<file path="config.mk">
export PLATFORM = sky130hd
export DESIGN_NAME = palindromic_subsequence_length_top_flat
export DESIGN_NICKNAME = d
export VERILOG_FILES = /design/src/rtl/core/pal_pkg.sv /design/src/rtl/core/pal_if.sv /design/src/rtl/core/palindromic_subsequence_length_top.sv /design/src/rtl/core/pal_front.sv /design/src/rtl/core/pal_queue.sv /design/src/rtl/core/pal_back.sv /design/src/flat_wrapper.sv
export SDC_FILE = /design/constraint.sdc
export NUM_CORES = 2
export LEC_CHECK = 0
export CORE_MARGIN = 2
export CORE_UTILIZATION = 50
export CTS_BUF_LIST = sky130_fd_sc_hd__clkbuf_4
export DETAILED_ROUTE_END_ITERATION = 16
export DONT_BUFFER_PORTS = 1
export PLACE_DENSITY = 0.75
export SLEW_MARGIN = 20
export SYNTH_ARGS = -nofsm -noshare
export SYNTH_HDL_FRONTEND = slang
export SYNTH_SLANG_ARGS = --single-unit
export TNS_END_PERCENT = 1
</file>
<file path="constraint.sdc">
create_clock -name clk -period 7.9 [get_ports clk]
set_input_delay 1.185 -clock clk [delete_from_list [all_inputs] [get_ports clk]]
set_output_delay 1.185 -clock clk [all_outputs]
set_load 0.1 [all_outputs]
</file>
<file path="src/rtl/core/pal_pkg.sv">
// Shared types and constants for the palindromic subsequence length block.
package pal_pkg;

  localparam int CHAR_W    = 8;  // width of one string byte
  localparam int LPS_W     = 7;  // width of the reported length field
  localparam int PAIR_GAIN = 2;  // length added by a matching outer pair

  // Release of a string buffer bank by the back end once its result is taken.
  typedef struct packed {
    logic done;
    logic bank;
  } bank_rel_t;

endpackage

</file>
<file path="src/rtl/core/pal_if.sv">
// Valid/ready channel interfaces for string bytes and length results.
interface pal_in_if;
  logic                       valid;
  logic                       ready;
  logic [pal_pkg::CHAR_W-1:0] char_in;
  logic                       last;

  modport source (output valid, output char_in, output last, input ready);
  modport sink   (input valid, input char_in, input last, output ready);
endinterface

interface pal_out_if;
  logic                      valid;
  logic                      ready;
  logic [pal_pkg::LPS_W-1:0] lps_length;
  logic                      truncated;

  modport source (output valid, output lps_length, output truncated, input ready);
  modport sink   (input valid, input lps_length, input truncated, output ready);
endinterface

</file>
<file path="src/rtl/core/palindromic_subsequence_length_top.sv">
// Top level of the longest palindromic subsequence length block.
//
// Bytes of a string arrive one per request on in_ch, the final byte marked by
// last; one result per string leaves on out_ch with the length of the longest
// palindromic subsequence and a truncated flag. At most MAX_LEN bytes are kept;
// later bytes of the same string are dropped and flag the result. The front
// end fills one of two buffer banks and queues a job per string, so the next
// string loads while the back end evaluates the previous one. The back end
// sweeps the interval table row by row, one cell per cycle within a row,
// against a single rolling row memory. The front end holds off new bytes
// only while both banks wait on the back end.
module palindromic_subsequence_length_top #(
  parameter int MAX_LEN = 64
) (
  input  logic      clk,
  input  logic      rst_n,
  pal_in_if.sink    in_ch,
  pal_out_if.source out_ch
);
  import pal_pkg::*;

  localparam int AW = $clog2(MAX_LEN);      // index into one bank
  localparam int CW = $clog2(MAX_LEN + 1);  // byte count, holds MAX_LEN itself
  localparam int LW = $clog2(MAX_LEN + 1);  // DP cell width
  localparam int JW = CW + 2;               // job word: bank, overflow, count

  logic              mem_we;
  logic [AW:0]       mem_waddr;
  logic [CHAR_W-1:0] mem_wdata;
  logic              job_push, job_space, job_pop, job_avail;
  logic [JW-1:0]     job_in, job_out;
  bank_rel_t         rel;
  logic [LW-1:0]     res_len;
  logic [LW+LPS_W-1:0] res_ext;

  // Front end: accept bytes, fill the open bank, post a job on the last byte.
  pal_front #(.MAX_LEN(MAX_LEN), .AW(AW), .CW(CW)) u_front (
    .clk       (clk),
    .rst_n     (rst_n),
    .in_valid  (in_ch.valid),
    .in_ready  (in_ch.ready),
    .in_char   (in_ch.char_in),
    .in_last   (in_ch.last),
    .mem_we    (mem_we),
    .mem_waddr (mem_waddr),
    .mem_wdata (mem_wdata),
    .job_push  (job_push),
    .job_data  (job_in),
    .job_space (job_space),
    .rel       (rel)
  );

  // Hold finished strings until the back end is free.
  pal_queue #(.W(JW)) u_queue (
    .clk       (clk),
    .rst_n     (rst_n),
    .push      (job_push),
    .push_data (job_in),
    .space     (job_space),
    .pop       (job_pop),
    .avail     (job_avail),
    .pop_data  (job_out)
  );

  // Back end: evaluate one string at a time and present the result.
  pal_back #(.MAX_LEN(MAX_LEN), .AW(AW), .CW(CW), .LW(LW)) u_back (
    .clk       (clk),
    .rst_n     (rst_n),
    .mem_we    (mem_we),
    .mem_waddr (mem_waddr),
    .mem_wdata (mem_wdata),
    .job_avail (job_avail),
    .job_data  (job_out),
    .job_pop   (job_pop),
    .rel       (rel),
    .res_valid (out_ch.valid),
    .res_ready (out_ch.ready),
    .res_len   (res_len),
    .res_trunc (out_ch.truncated)
  );

  // Fit the DP width to the 7-bit length field, dropping high bits if wider.
  assign res_ext           = {{LPS_W{1'b0}}, res_len};
  assign out_ch.lps_length = res_ext[LPS_W-1:0];

endmodule

</file>
<file path="src/rtl/core/pal_front.sv">
// Front end: store string bytes into a free buffer bank and post a job on the last byte.
module pal_front #(
  parameter int MAX_LEN = 64,
  parameter int AW      = 6,
  parameter int CW      = 7
) (
  input  logic                       clk,
  input  logic                       rst_n,
  input  logic                       in_valid,
  output logic                       in_ready,
  input  logic [pal_pkg::CHAR_W-1:0] in_char,
  input  logic                       in_last,
  output logic                       mem_we,
  output logic [AW:0]                mem_waddr,
  output logic [pal_pkg::CHAR_W-1:0] mem_wdata,
  output logic                       job_push,
  output logic [CW+1:0]              job_data,
  input  logic                       job_space,
  input  pal_pkg::bank_rel_t         rel
);
  import pal_pkg::*;

  logic          wbank_r, wbank_nxt;
  logic [CW-1:0] cnt_r, cnt_nxt;
  logic          ovf_r, ovf_nxt;
  logic [1:0]    busy_r, busy_nxt;
  logic          acc, has_room;
  logic [CW-1:0] cnt_after;
  logic          ovf_after;

  assign in_ready  = !busy_r[wbank_r] && job_space;
  assign acc       = in_valid && in_ready;
  assign has_room  = cnt_r < CW'(MAX_LEN);
  assign cnt_after = has_room ? cnt_r + CW'(1) : cnt_r;
  assign ovf_after = ovf_r || !has_room;

  assign mem_we    = acc && has_room;
  assign mem_waddr = {wbank_r, cnt_r[AW-1:0]};
  assign mem_wdata = in_char;

  // Job word: bank, overflow flag, stored byte count.
  assign job_push  = acc && in_last;
  assign job_data  = {wbank_r, ovf_after, cnt_after};

  always_comb begin
    wbank_nxt = wbank_r;
    cnt_nxt   = cnt_r;
    ovf_nxt   = ovf_r;
    busy_nxt  = busy_r;
    if (rel.done) begin
      busy_nxt[rel.bank] = 1'b0;
    end
    if (acc) begin
      if (in_last) begin
        cnt_nxt            = '0;
        ovf_nxt            = 1'b0;
        busy_nxt[wbank_r]  = 1'b1;
        wbank_nxt          = !wbank_r;
      end else begin
        cnt_nxt = cnt_after;
        ovf_nxt = ovf_after;
      end
    end
  end

  always_ff @(posedge clk) begin
    if (!rst_n) begin
      wbank_r <= 1'b0;
      cnt_r   <= '0;
      ovf_r   <= 1'b0;
      busy_r  <= '0;
    end else begin
      wbank_r <= wbank_nxt;
      cnt_r   <= cnt_nxt;
      ovf_r   <= ovf_nxt;
      busy_r  <= busy_nxt;
    end
  end

endmodule

</file>
<file path="src/rtl/core/pal_queue.sv">
// Two-entry job queue between the front end and the back end.
module pal_queue #(
  parameter int W = 9
) (
  input  logic         clk,
  input  logic         rst_n,
  input  logic         push,
  input  logic [W-1:0] push_data,
  output logic         space,
  input  logic         pop,
  output logic         avail,
  output logic [W-1:0] pop_data
);

  logic [W-1:0] entry_r [0:1];
  logic         wp_r, rp_r;
  logic [1:0]   cnt_r;
  logic         do_push, do_pop;

  assign space    = cnt_r != 2'd2;
  assign avail    = cnt_r != 2'd0;
  assign pop_data = entry_r[rp_r];
  assign do_push  = push && space;
  assign do_pop   = pop && avail;

  always_ff @(posedge clk) begin
    if (do_push) begin
      entry_r[wp_r] <= push_data;
    end
  end

  always_ff @(posedge clk) begin
    if (!rst_n) begin
      wp_r  <= 1'b0;
      rp_r  <= 1'b0;
      cnt_r <= '0;
    end else begin
      if (do_push) wp_r <= !wp_r;
      if (do_pop)  rp_r <= !rp_r;
      cnt_r <= cnt_r + {1'b0, do_push} - {1'b0, do_pop};
    end
  end

endmodule

</file>
<file path="src/rtl/core/pal_back.sv">
// Back end: byte buffer, rolling DP row, interval sweep, one cell per cycle in a row.
module pal_back #(
  parameter int MAX_LEN = 64,
  parameter int AW      = 6,
  parameter int CW      = 7,
  parameter int LW      = 7
) (
  input  logic                       clk,
  input  logic                       rst_n,
  input  logic                       mem_we,
  input  logic [AW:0]                mem_waddr,
  input  logic [pal_pkg::CHAR_W-1:0] mem_wdata,
  input  logic                       job_avail,
  input  logic [CW+1:0]              job_data,
  output logic                       job_pop,
  output pal_pkg::bank_rel_t         rel,
  output logic                       res_valid,
  input  logic                       res_ready,
  output logic [LW-1:0]              res_len,
  output logic                       res_trunc
);
  import pal_pkg::*;

  typedef enum logic [1:0] {S_IDLE, S_ROW, S_STEP, S_OUT} state_t;

  logic [CHAR_W-1:0] cmem [0:(1 << (AW + 1)) - 1];
  logic [LW-1:0]     rmem [0:(1 << AW) - 1];

  state_t        state_r;
  logic          bank_r, ovf_r;
  logic [CW-1:0] n_r;
  logic [AW-1:0] i_r, j_r;
  logic [LW-1:0] diag_r, left_r, res_r;
  logic [CHAR_W-1:0] ca_r, cb_r;
  logic [LW-1:0] rr_r;

  logic [AW-1:0] rd_idx;
  logic          job_bank, job_ovf;
  logic [CW-1:0] job_n;
  logic          eq, adj, row_end;
  logic [LW-1:0] nv, mx, rr_eff;
  logic          row_we;

  assign {job_bank, job_ovf, job_n} = job_data;
  assign job_pop   = (state_r == S_IDLE) && job_avail;
  assign res_valid = (state_r == S_OUT);
  assign res_len   = res_r;
  assign res_trunc = ovf_r;
  assign rel.done  = res_valid && res_ready;
  assign rel.bank  = bank_r;

  // Column read index: first column of a row, else the next column.
  assign rd_idx  = (state_r == S_ROW) ? i_r + AW'(1) : j_r + AW'(1);

  // The diagonal cell of the row below is always one and is never stored.
  assign rr_eff  = adj ? LW'(1) : rr_r;

  assign eq      = ca_r == cb_r;
  assign adj     = j_r == i_r + AW'(1);
  assign mx      = (left_r > rr_eff) ? left_r : rr_eff;
  assign nv      = eq ? (adj ? LW'(PAIR_GAIN) : diag_r + LW'(PAIR_GAIN)) : mx;
  assign row_end = j_r == AW'(n_r - CW'(1));
  assign row_we  = (state_r == S_STEP);

  always_ff @(posedge clk) begin
    if (mem_we) begin
      cmem[mem_waddr] <= mem_wdata;
    end
    ca_r <= cmem[{bank_r, i_r}];
    cb_r <= cmem[{bank_r, rd_idx}];
  end

  always_ff @(posedge clk) begin
    if (row_we) begin
      rmem[j_r] <= nv;
    end
    rr_r <= rmem[rd_idx];
  end

  always_ff @(posedge clk) begin
    if (!rst_n) begin
      state_r <= S_IDLE;
    end else begin
      unique case (state_r)
        S_IDLE: begin
          if (job_avail) begin
            bank_r <= job_bank;
            ovf_r  <= job_ovf;
            n_r    <= job_n;
            if (job_n == CW'(1)) begin
              res_r   <= LW'(1);
              state_r <= S_OUT;
            end else begin
              i_r     <= AW'(job_n - CW'(2));
              state_r <= S_ROW;
            end
          end
        end
        S_ROW: begin
          j_r     <= i_r + AW'(1);
          left_r  <= LW'(1);
          state_r <= S_STEP;
        end
        S_STEP: begin
          diag_r <= rr_eff;
          left_r <= nv;
          if (row_end) begin
            if (i_r == '0) begin
              res_r   <= nv;
              state_r <= S_OUT;
            end else begin
              i_r     <= i_r - AW'(1);
              state_r <= S_ROW;
            end
          end else begin
            j_r <= j_r + AW'(1);
          end
        end
        S_OUT: begin
          if (res_ready) begin
            state_r <= S_IDLE;
          end
        end
        default: state_r <= S_IDLE;
      endcase
    end
  end

endmodule

</file>
<file path="src/flat_wrapper.sv">
// flat-port wrapper written by rule: the top's interface ports become plain ports
module palindromic_subsequence_length_top_flat import pal_pkg::*;
#(
  parameter int MAX_LEN = 64
)
  (clk, rst_n, in_ch_valid, in_ch_char_in, in_ch_last, in_ch_ready, out_ch_valid, out_ch_lps_length, out_ch_truncated, out_ch_ready);
  pal_in_if in_ch_i ();
  pal_out_if out_ch_i ();
  input  logic clk;
  input  logic rst_n;
  input wire logic [$bits(in_ch_i.valid)-1:0] in_ch_valid;
  input wire logic [$bits(in_ch_i.char_in)-1:0] in_ch_char_in;
  input wire logic [$bits(in_ch_i.last)-1:0] in_ch_last;
  output wire logic [$bits(in_ch_i.ready)-1:0] in_ch_ready;
  output wire logic [$bits(out_ch_i.valid)-1:0] out_ch_valid;
  output wire logic [$bits(out_ch_i.lps_length)-1:0] out_ch_lps_length;
  output wire logic [$bits(out_ch_i.truncated)-1:0] out_ch_truncated;
  input wire logic [$bits(out_ch_i.ready)-1:0] out_ch_ready;
  assign in_ch_i.valid = in_ch_valid;
  assign in_ch_i.char_in = in_ch_char_in;
  assign in_ch_i.last = in_ch_last;
  assign in_ch_ready = in_ch_i.ready;
  assign out_ch_valid = out_ch_i.valid;
  assign out_ch_lps_length = out_ch_i.lps_length;
  assign out_ch_truncated = out_ch_i.truncated;
  assign out_ch_i.ready = out_ch_ready;
  palindromic_subsequence_length_top #(.MAX_LEN(MAX_LEN)) u_core (.clk(clk), .rst_n(rst_n), .in_ch(in_ch_i), .out_ch(out_ch_i));
endmodule
</file>
[Word-level counts from Yosys, hierarchy flattened]
Memories as Yosys holds them, arrays and structs flattened. A register that Yosys moved wholly into a read port is not among the register bits.
Cells that the tools add are included.
Operators by class
  eq/ne operators: 16
  multiplexer cells: 44
  magnitude comparators: 6
  add/sub/neg operators: 9
  bitwise logic cells: 3
  reductions and logical operators: 29
Operators by type and width (number)
  $mux W7: 10
  $mux W6: 6
  $pmux W7 S2: 2
  $pmux W6 S2: 2
  $mux W2: 8
  $ne A2 B2 Y1 const B: 7
  $mux W1: 13
  $add A6 B1 Y6 const B: 2
  $eq A6 B6 Y1: 2
  $reduce_and A6 Y1: 2
  $sub A6 B1 Y6 const B: 2
  $logic_and A1 B1 Y1: 10
  $reduce_and A3 Y1: 3
  $eq A8 B8 Y1: 1
  $pmux W2 S4: 1
  $add A7 B1 Y7 const B: 1
  $add A7 B2 Y7 const B: 1
  $eq A7 B1 Y1 const B: 1
  $gt A7 B7 Y1: 1
  $lt A7 B7 Y1 const B: 1
  $logic_not A6 Y1: 1
  $reduce_and A2 Y1: 3
  $reduce_bool A2 Y1: 3
  $sub A6 B2 Y6 const B: 1
  14 further kinds: 23
Storage, ports and cells
  bits in registers: 58
  memories: 3
  memory bits (writable): 1490
  output and inout port bits: 10
  input bits: 13
Memory list
  u_core.u_back.cmem: words 128, bits a word 8, rd ports 2, clocked after memory_dff 2, write ports 1, line pal_back.sv:26  | logic [CHAR_W-1:0] cmem [0:(1 << (AW + 1)) - 1];
  u_core.u_back.rmem: words 64, bits a word 7, rd ports 1, clocked after memory_dff 1, write ports 1, line pal_back.sv:27  | logic [LW-1:0] rmem [0:(1 << AW) - 1];
  u_core.u_queue.entry_r: words 2, bits a word 9, rd ports 1, clocked after memory_dff 1, write ports 1, line pal_queue.sv:15  | logic [W-1:0] entry_r [0:1];

[Depth between registers and ports, before layout]
  depth after elaboration: 10
  depth in mapped cells: 20

[Hierarchy]
From an unflattened synthesis, not the netlist that was laid out.
Second synthesis, totals
  cells, all modules: 3934
  area total of the unflattened synthesis: 70535.1 µm²
By module, submodules not included
  pal_back: seq. area each 45934.1 µm², instances 1, cells an instance 3782, area each 68854.8 µm²
  pal_queue: seq. area each 640.6 µm², instances 1, cells an instance 58, area each 907.1 µm²
  pal_front: seq. area each 220.2 µm², instances 1, cells an instance 94, area each 773.2 µm²

[Worst setup path before layout]
No wires, ideal clock.
  path kind: register to register
  from: register u_core.u_back.i_r[1]
  to: memory u_core.u_back.rmem[0][1] (data pin)
  stages on the path, launching flop included: 19
  slack: 1.166 ns
  arrival time: 6.004 ns
  period minus slack after synthesis: 6.734 ns
  required time: 7.170 ns
  path buffers: 4
  cell sequence: edfxtp_1 > clkbuf_1 > clkbuf_1 > buf_1 > inv_1 > ha_1 > xor2_1 > nor3_1 > nand4_1 > clkbuf_1 > nand2_1 > ha_1 > a21oi_1 > nor2b_1 > o21ai_0 > o211ai_1 > nand2_1 > mux2i_1 > a21boi_0
On the way
  cells in the longest elaborated chain, start to end: 6
  elaborated cells between the ends (all ways): 7
  those cells by class: add/sub (1); order compare (1); eq/ne (1); mux (4)
Ends and longest elaborated chain
  from (decl): line pal_back.sv:32  | logic [AW-1:0] i_r, j_r;
  from (signal assigned): line pal_back.sv:94  | i_r <= AW'(job_n - CW'(2));
  from (signal assigned): line pal_back.sv:112  | i_r <= i_r - AW'(1);
  $add A6 B1 Y6 *: line pal_back.sv:59  | assign adj = j_r == i_r + AW'(1);
  $eq A6 B6 Y1 *: line pal_back.sv:59
  $mux W7: line pal_back.sv:56  | assign rr_eff = adj ? LW'(1) : rr_r;
  $gt A7 B7 Y1: line pal_back.sv:60  | assign mx = (left_r > rr_eff) ? left_r : rr_eff;
  $mux W7: line pal_back.sv:60
  $mux W7 *: line pal_back.sv:61  | assign nv = eq ? (adj ? LW'(PAIR_GAIN) : diag_r + LW'(PAIR_GAIN)) : mx;
  net u_core.u_back.nv[1]: line pal_back.sv:41  | logic [LW-1:0] nv, mx, rr_eff;
  to (decl): line pal_back.sv:27
Mark *: on every way through the listed nets, which the timed path passes. The rest lies on a longest branch.

[Final worst setup path]
  from: register u_core.u_back.i_r[0]
  to: memory u_core.u_back.rmem[39][0] (data pin)
The elaborated chain is that of the path after synthesis.

==> results.cfg <==
[cts]
ctsHoldBuffers = 29
clk_latency_ns = 1.29
clock_sinks = 1572
h-tree-depth = 5
cts_tree = built
ctsResizeCount = 0
cts_made_buffers = 400
clock_path_buffers = 4
cts.clk_slew.worst_paths_ns = 0.07
cts-root-buf = clkbuf_4
cts_setup_buffers = 0

[global_route]
grt_max_degree = 165
antenna_found_initial = 13
first_global_vias = 43200
grt_pass1_wl_um = 293000
grt_use_total = 0.278
overflow = 0

[logic_synthesis]
synth_cell_types = 58
yosysTopAreaCell = edfxtp_1
synth-simple-area-share = 0.0832
ys.flop_type = edfxtp_1
synth_fp_nets = 4268
yosysSeqAreaShare = 0.662
ys_warn_count = 0
synth_fa_ha_area_frac = 0.00371
ys_ff_latch = 1572
synth_top_family_by_area = multiplexers
synth_compound_area_frac = 0.0230
syn_area_per_cell_um2 = 16.7
synth_xor_area_frac = 0.00640
netlist_top_cells_count = 1531 x edfxtp_1, 677 x nand2_1, 595 x mux4_2
synth_area_leaders = edfxtp_1 65%, mux4_2 19%, nand2_1 3.6%
synth_edf_count = 1531
syn-cell-area_um2 = 70700
syn_inst = 4234
synth-async-reset-ratio = 0
synth_most_common_cell = edfxtp_1
synthMuxAreaShare = 0.201
synth_top_cell_area_share = 0.650

[power]
vdd_ir_drop_max_mv = 0.378
switching_share = 0.400
powerDensity_nw_per_um2 = 404
clkPwrFrac = 0.212
power_frac_comb = 0.454
power_frac_seq = 0.333
p_switching_uw = 12600
intPower_uw = 18800
power_leakage_uw = 0.0253

[detailed_routing]
totalWireLength_um = 202000
drc = 0
wire_per_inst_um = 30.5
dr.pass1.iters = 9
via_count = 43600
post_drt_via_cell_ratio = 6.61
drt_iter0_drc = 7281
ant_nets = 0

[critical_path]
cp_cell_sequence = buf_4, inv_1, ha_1, xor2_1, nor3_1, nand4_1, nand2_1, ha_1, a21oi_1, nor2b_1, o21ai_0, o211ai_1, nand2_1, mux2i_1, o21ai_4, buf_4
crit_path_max_fanout = 41
end_kind = flip-flop
cp.required_ns = 8.84
critPathLaunchType = flip-flop
critical_path_depth = 16
crit_type = reg2reg
startpoint = u_core.u_back.i_r[0]
regToRegSetupSlack_ns = 2.37
cp_num_buf_inv = 3
r2r_start = u_core.u_back.i_r[0]
slowest_delay_ns = 0.64
crit_end = u_core.u_back.rmem[39][0]
ff2ff_path_depth = 16
worst_r2r_endpoint = u_core.u_back.rmem[39][0]
path_delay_family = simple AND/OR/NAND/NOR gates
slowest_stage = o21ai_4
cp.arrival_ns = 6.47

[layout]
postLayoutCoreUtil = 0.551
drive_gt1_frac = 0.275
postLayoutCellArea_um2 = 77700
nets = 4451
fillerInstances = 10900
area.growth.synth_to_final_pct = 9.88
instances_no_fill = 6600

[sta]
period_share = 0.700
hold_viol = 0
rsz0062_at_grt = no
max_freq_ghz = 0.181
setup_viol = 0
relSlewSlack = 0.183
tns_ns = 0
layout_min_cycle_time_ns = 5.53
slew_viol_final = 0
finClkSkew_ns = 0.146
finalWorstSetupSlack_ns = 2.37
worst_pin_slew_ns = 1.22

[place]
dp_slack_ns = 2.34
dpl.cell_count = 5876
gp_congestion = 0.937
hpwlAfterDp_um = 115000
portBuffers = 0
placed_cell_area_um2 = 72400

[min_path]
holdCritStartpoint = in_ch_char_in[0]
hold_class = in2reg

[floorplanning]
die_h_um = 380
rows = 138
die-width_um = 380
dieArea_um2 = 144000
initial_core_util = 0.501
core-area_um2 = 141000
num_io_pins = 23

[status]
status = finished, final reports clean

[flow_run]
cap_violations = 0
==> state kept, by name, summed over array words and instances, names as in the netlist, 7 cells and up, named ones only <==
name,cells
u_core.u_back.cmem,1024
u_core.u_back.rmem,448
u_core.u_queue.entry_r,18
u_core.u_back.ca_r,8
u_core.u_back.cb_r,8
u_core.u_back.diag_r,7
u_core.u_back.left_r,7
u_core.u_back.res_len,7
u_core.u_back.rr_r,7
u_core.u_front.cnt_r,7
==> how the worst min path moves through the flow <==
stage | end | slack, ns | cells after the start
2_1_floorplan | u_core.u_front.ovf_r | 0.43 | 2
3_3_place_gp | u_core.u_front.ovf_r | 0.44 | 2
3_5_place_dp | u_core.u_front.ovf_r | 0.45 | 2
4_1_cts | u_core.u_back.cmem[97][0] | 0.0001 | 0
5_1_grt | u_core.u_back.cmem[99][7] | -0.03 | 0
6_report | u_core.u_back.cmem[97][0] | 0.09 | 0
==> per-layer routing <==
layer  vias to the layer above  GRT usage  wire [um]
li1                      17600          -          -
met1                     21800      0.370      70900
met2                      3546      0.417      91400
met3                       663     0.0794      27000
met4                        12      0.150      12100
met5                         -          0         92
==> placed cells by master (no fill, tap or decap), drive strengths merged, types with 20 or more instances in the layout <==
cell type and count:
a311oi 55, nand2 677, buf 70, a21oi 41, ha 21, clkinv 106
edfxtp 1531, mux4 595, xnor2 22, dfxtp 41, nand3 263, and3 66
a211oi 26, mux2i 71, xor2 27, a31oi 21, nor3 20, nor2 236
clkbuf 570, inv 33
==> kinds of logic (layout without fill, tap and decap cells) <==
family | after synthesis | in the layout
other | 0 | 12
AOI/OAI and AO/OA | 223 | 223
xor gates and xnor gates | 50 | 50
muxes | 675 | 675
DFF | 1572 | 1572
buffers and inverters | 336 | 800
adders and majority gates | 21 | 21
and+or+nand+nor | 1357 | 1357
==> layout make-up <==
cell class              count  area (um2)  share of cell area
diodes                     12        30.0            0.000386
clock buffers             570        4280              0.0551
clock inverters           113         524             0.00675
inverters                  29         109             0.00140
multi-input cells        2326       22600               0.291
flip-flops and latches   1572       46800               0.602
well taps                1890        2360              0.0304
repair buffers             88         968              0.0125
==> worst register-to-register path: cells and delay by family, from the launching register on <==
| family | cells | cell delay [ns] |
|---|---|---|
| and+or+nand+nor | 5 | 1.38 |
| adders and majority gates | 2 | 0.73 |
| DFF | 1 | 0.38 |
| AOI/OAI and AO/OA | 4 | 1.12 |
| muxes | 1 | 0.14 |
| xor gates and xnor gates | 1 | 0.18 |
| buffers and inverters | 3 | 1.28 |
==> per-stage QoR <==
| step | total power, uW | hold slack (ns) |
|---|---|---|
| 4_1_cts | 31100 | 0.000129 |
| 3_5_place_dp | 24400 | 0.453 |
| 3_3_place_gp | 24200 | 0.440 |
| 5_1_grt | 32500 | -0.0304 |
| 2_1_floorplan | 20100 | 0.429 |
| 6_report | 31400 | 0.0869 |
==> power by group through the flow <==
stage | Combinational (uW) | Sequential, uW | Clock, uW
finish | 14300 | 10500 | 6670
global route | 14900 | 10500 | 7140
CTS | 13900 | 10500 | 6720
detailed placement | 13800 | 10600 | 0
global placement | 13600 | 10600 | 0
floorplan | 9530 | 10600 | 0
Note: power is estimated with default switching activity, not from simulation.
